`src/hdl/assert_macros.svh`:
```
// Assertion macros shared by the queue and back-end RTL files.
`ifndef ASSERT_MACROS_SVH
`define ASSERT_MACROS_SVH

// The property must hold at every rising clock edge outside reset.
`define ASSERT_AT(lbl, clk, rst_n, prop, msg) \
	lbl: assert property (@(posedge clk) disable iff (!rst_n) (prop)) else $error(msg);

// The condition must never be true at a rising clock edge outside reset.
`define ASSERT_NEVER(lbl, clk, rst_n, cond, msg) \
	`ASSERT_AT(lbl, clk, rst_n, !(cond), msg)

`endif

```
`src/hdl/ppp_pkg.sv`:
```
`default_nettype none
package ppp_pkg;

	localparam int QUEUE_DEPTH_DEF = 4;
	localparam int CLIP_W = 50;
	localparam int QBITS = 32;

	localparam logic [2:0] CFG_ROW0 = 3'd0;
	localparam logic [2:0] CFG_ROW1 = 3'd1;
	localparam logic [2:0] CFG_ROW2 = 3'd2;
	localparam logic [2:0] CFG_ROW3 = 3'd3;
	localparam logic [2:0] CFG_SHOW = 3'd4;

	typedef struct packed {
		logic signed [31:0] point_x;
		logic signed [31:0] point_y;
		logic signed [31:0] point_z;
	} in_t;

	typedef struct packed {
		logic signed [31:0] ndc_x;
		logic signed [31:0] ndc_y;
		logic is_marker;
	} out_t;

	typedef struct packed {
		logic signed [CLIP_W-1:0] cx;
		logic signed [CLIP_W-1:0] cy;
		logic signed [CLIP_W-1:0] cw;
	} clip_t;

	typedef struct packed {
		logic neg_x;
		logic neg_y;
		logic ovf_x;
		logic ovf_y;
		logic [CLIP_W-1:0] d;
		logic [15:0] nlo_x;
		logic [15:0] nlo_y;
		logic [CLIP_W-1:0] rem_x;
		logic [CLIP_W-1:0] rem_y;
		logic [QBITS-1:0] q_x;
		logic [QBITS-1:0] q_y;
	} div_t;

endpackage
`default_nettype wire

```
`src/hdl/ppp_queue.sv`:
```
`default_nettype none
`include "assert_macros.svh"
module ppp_queue
	import ppp_pkg::*;
#(
	parameter int DEPTH = QUEUE_DEPTH_DEF
) (
	input  wire logic  clk,
	input  wire logic  arst_n,
	input  wire logic  push,
	input  wire clip_t din,
	output logic       full,
	input  wire logic  pop,
	output clip_t      dout,
	output logic       empty
);

	localparam int PW = (DEPTH > 1) ? $clog2(DEPTH) : 1;
	localparam int CW = $clog2(DEPTH + 1);

	clip_t mem [DEPTH];
	logic [PW-1:0] wr_q, rd_q;
	logic [CW-1:0] cnt_q;
	logic do_push, do_pop;

	assign full = (cnt_q == CW'(DEPTH));
	assign empty = (cnt_q == '0);
	assign do_push = push && !full;
	assign do_pop = pop && !empty;
	assign dout = mem[rd_q];

	always_ff @(posedge clk) begin
		if (do_push) begin
			mem[wr_q] <= din;
		end
	end

	always_ff @(posedge clk or negedge arst_n) begin
		if (!arst_n) begin
			wr_q <= '0;
			rd_q <= '0;
			cnt_q <= '0;
		end else begin
			if (do_push) begin
				wr_q <= (wr_q == PW'(DEPTH - 1)) ? '0 : wr_q + 1'b1;
			end
			if (do_pop) begin
				rd_q <= (rd_q == PW'(DEPTH - 1)) ? '0 : rd_q + 1'b1;
			end
			cnt_q <= cnt_q + CW'(do_push) - CW'(do_pop);
		end
	end

	`ASSERT_NEVER(a_no_overrun, clk, arst_n, push && full, "push while queue full")
	`ASSERT_AT(a_cnt_range, clk, arst_n, cnt_q <= CW'(DEPTH), "queue count beyond depth")

endmodule
`default_nettype wire

```
`config.mk`:
```
export PLATFORM = sky130hd
export DESIGN_NAME = ppp_queue
export DESIGN_NICKNAME = d
export VERILOG_FILES = /design/src/hdl/ppp_pkg.sv /design/src/hdl/ppp_queue.sv
export VERILOG_INCLUDE_DIRS = /design/src /design/src/hdl
export SDC_FILE = /design/constraint.sdc
export NUM_CORES = 1
export LEC_CHECK = 0
export BUFFER_PORTS_ARGS = -buffer_cell sky130_fd_sc_hd__buf_2
export CAP_MARGIN = 20
export CORE_MARGIN = 5
export CORE_UTILIZATION = 25
export DETAILED_ROUTE_END_ITERATION = 12
export GPL_TIMING_DRIVEN = 1
export SYNTH_ARGS = -nofsm -noshare
export SYNTH_HDL_FRONTEND = slang
export SYNTH_SLANG_ARGS = --single-unit
export TNS_END_PERCENT = 10
```
`constraint.sdc`:
```
create_clock -name clk -period 6.3 [get_ports clk]
set_input_delay 0.315 -clock clk [delete_from_list [all_inputs] [get_ports clk]]
set_output_delay 0.315 -clock clk [all_outputs]
set_load 0.005 [all_outputs]
```
Word level (Yosys, flattened, before mapping)
Memory sizes are Yosys's and may differ from the RTL's.
Cells that the tools add are included.
{ "op_classes": {"n_addsub": 4, "mul": 0, "n_div": 0, "order_cmp": 0, "n_eq_ne": 3, "n_shift": 0, "muxes": 4, "bitwise": 0, "n_reduce_logical": 5} }
{ "ops": {"columns": ["op", "count"], "rows": [
  ["adder 2 x 1 -> 2 bit (second input constant)", 2],
  ["equality test 2 bit (second input constant)", 2],
  ["two-way mux 2 bit", 2],
  ["adder 3 x 1 -> 3 bit", 1],
  ["equality test 3 bit (second input constant)", 1],
  ["logical NOT 3 bit", 1],
  ["subtractor 3 x 1 -> 3 bit", 1],
  ["logical AND 1 bit", 2],
  ["logical NOT 1 bit", 2],
  ["two-way mux 1 bit", 2]
]} }
{ "word_totals": {"ff_bits": 7, "latchBits": 0, "ram_bits": 600, "romBits": 0, "input_bits": 154, "output_inout_bits": 152, "word_cells": 20, "mem_count": 1} }
{ "mem_list": {"columns": ["memory", "depth", "word_bits", "rd", "rd_ports_with_merged_regs", "wr", "line", "rtl"], "rows": [
  ["mem", 4, 150, 1, 0, 1, "ppp_queue.sv:21", "clip_t mem [DEPTH];"]
]} }

Depth between registers and ports, before layout
{ "depth": {"word_depth": 5, "mapped_depth": 9, "ltp_nobuf": 9} }

Least setup slack after synthesis
OpenSTA, ideal clock, no wires.
{ "synth_timing": {"path_type": "register to register", "start": "register cnt_q[2]", "end": "memory mem[0][0] in the netlist's numbering (enable)", "arrival_ps": 4310, "required_time_ps": 5772, "setup_slack_ps": 1462, "stages_incl_launch_ff": 4, "path_buffers": 0, "path_cell_list": "dfrtp_1 nor3b_1 nor2b_1 and2_1"} }
{ "synth_via": {"elab_chain_cells": 5} }
{ "synth_lines": {"columns": ["element", "line", "rtl"], "rows": [
  ["start, declared", "ppp_queue.sv:23", "logic [CW-1:0] cnt_q;"],
  ["start signal, assigned", "ppp_queue.sv:50", "cnt_q <= cnt_q + CW'(do_push) - CW'(do_pop);"],
  ["equality test 3 bit", "ppp_queue.sv:26", "assign full = (cnt_q == CW'(DEPTH));"],
  ["named net full", "ppp_queue.sv:12", "output logic full,"],
  ["logical NOT 1 bit", "ppp_queue.sv:28", "assign do_push = push && !full;"],
  ["logical AND 1 bit", "ppp_queue.sv:28", null],
  ["two-way mux 1 bit", "ppp_queue.sv:33", "if (do_push) begin"],
  ["two-way mux 1 bit (implied by the code)", "ppp_queue.sv:34", "mem[wr_q] <= din;"],
  ["end, declared", "ppp_queue.sv:21", null]
]} }
The timed path passes the listed nets, and every way through them passes these cells.

==> reports/metrics.cfg <==
[timing]
layout_min_cycle_time_ps = 3290
setup_viol = 0
fin_tns_setup_ps = 0
fmax_mhz = 304
rsz0062_at_grt = false
finalCritPeriodShare_pct = 52.2
final-hold-violation-count = 0
skew_ps = 11.9
drv_slew = 0
setup_ws_ps = 3010
slew-limit-headroom_pct = 36.5
worstMarginPinSlew_ps = 952

[synth]
synth_nets = 985
ys_types = 19
ys_warn_count = 0
syn_area_sq_mm = 0.0220
yosysSeqAreaShare_pct = 82.5
avgSynthCellArea_sq_um = 26.8
netlist_instances = 823
synth_seq_cells = 607

[detailed_routing]
via_per_inst = 4.09
ant_nets = 0
wl_met2_um = 23600
drt-met1-wl_um = 18600
drtPass1Iterations = 4
vias = 10400
wl_met3_um = 3290
wirelength_um = 46800
top_layer = met5
drc = 0
drt_iter0_drc = 520
drt-wirelength-per-cell_um = 18.4

[global_route]
first_global_vias = 11600
antenna_found_initial = 3
grt_util_all_layers_pct = 9.86
grt_pass1_wl_um = 70800
grt_overflow = 0
grt_max_degree = 77

[layout]
drive_gt1_share_pct = 41.9
area_growth_pct = 30.3
fin_area_sq_mm = 0.0287
nets = 1491
fillers = 8309
fin_util_pct = 32.7

[floorplan]
dieArea_sq_mm = 0.0942
core-area_sq_mm = 0.0880
die_height_um = 307
start_util_pct = 25.1
ioPinCount = 306
die_w_um = 307
num_rows = 109

[power]
p_per_area_mw_per_mm2 = 446
ir_drop_v = 0.000265
power.total_uw = 12800
p_leak_uw = 0.00968

[critical_path]
worst-setup-path-type = register to output port
end_kind = output port
worstPathArrival_ps = 2980
startpoint_type = register
crit_fanout = 60
required_ps = 5980

[placement]
portBuffers = 305
gp_congestion = 0.677
dp_slack_ps = 3520
dpl.hpwl_um = 27200
placed_area_sq_mm = 0.0250

[run_status]
status = finished, final reports clean

[run]
drv_cap = 0

[cts]
cts_tree = yes
ctsHtreeMaxLevel = 3
clk_path_buf_depth = 3
cts_buffers = 68
clkSlewWorstSetupHoldPaths_ps = 60
post-cts-setup-buffers = 0
clock_latency_ps = 590
cts_root_buffer = clkbuf_16
cts_sinks = 607

[min_path]
min_path_type = input port to asynchronous set/reset pin

## cell usage after synthesis (all sizes together)
cell type	instances	area, sq um
xnor2	2	17.5
nor2b	1	6.26
mux4	150	3380
mux2	3	33.8
o22ai	1	6.26
nor3b	1	7.51
edfxtp	600	18000
and2	4	25.0
nand2b	1	6.26
nor2	2	7.51
ha	7	87.6
fa	1	20.0
clkbuf	6	22.5
buf	28	203
inv	7	26.3
nand2	1	3.75
nor3	1	5.00
dfrtp	7	175
## cell usage in the layout (no fill, tap or decap), types with 7 or more instances in the layout
| master | count |
|---|---|
| buf_4 | 8 |
| ha_1 | 7 |
| dlygate4sd3_1 | 152 |
| edfxtp_1 | 600 |
| inv_1 | 7 |
| bufinv_16 | 7 |
| clkbuf_16 | 71 |
| buf_2 | 305 |
| clkbuf_1 | 8 |
| clkinv_2 | 11 |
| clkinv_1 | 10 |
| mux4_2 | 150 |
## metal layers
| layer | track usage [%] | up-vias |
|---|---|---|
| met5 | 0 | - |
| met4 | 3.29 | 2 |
| met3 | 3.44 | 85 |
| met2 | 16.7 | 285 |
| met1 | 11.8 | 5442 |
| li1 | - | 4599 |
## through the flow
step	hold WS [ps]	instances
after global placement	190	2272
after global routing	74.9	2543
after detailed placement	191	2272
final	104	2544
after floorplan	19.4	823
after CTS	47.1	2542
## state kept, by name, summed over array words and instances, names as in the netlist
signal / flops
wr_q: 2
rd_q: 2
mem: 600
cnt_q: 3
## area by class of cell
cell class	count	area (sq um)	share of cell area [%]
sequential	607	18200	63.3
multi-input combinational	175	3610	12.6
timing repair buffer	470	3210	11.2
clock buffer	79	1810	6.29
tap	1165	1460	5.07
clock inverter	39	415	1.45
inverter	7	26.3	0.0914
antenna	2	5.00	0.0174
## critical path: stages (launching register included)
cell and delay (ps):
dfrtp_4 860, buf_4 850, mux4_2 470, buf_2 150
## repair_timing
action	CTS	global route
resized for setup	0	0
hold buffers	152	0
endpoints found under the hold margin	608	0
## kinds of logic after synthesis
group | synth area share [%]
xor+xnor | 0.0795
fa+ha+maj | 0.488
simple gates | 0.278
buf+inv | 1.14
flops | 82.5
compound gates | 0.0284
mux | 15.5
## where the power goes
| group | internal (uW) | switching, uW |
|---|---|---|
| registers | 5320 | 263 |
| clock network | 2350 | 1560 |
| logic | 1620 | 1710 |
## worst paths after layout
kind / from / end / slack, ps / depth (start not counted)
max reg2reg: cnt_q[2] / mem[0][101] / 3640 / 4
min in group clk: pop / rd_q[1] / 200 / 3
min reg2reg: cnt_q[0] / cnt_q[0] / 540 / 1
max in group asynchronous: arst_n / rd_q[0] / 5990 / 2
min: arst_n / rd_q[1] / 100 / 2
max: rd_q[1] / dout[86] / 3010 / 3
Note: power is estimated with default switching activity, not from simulation.
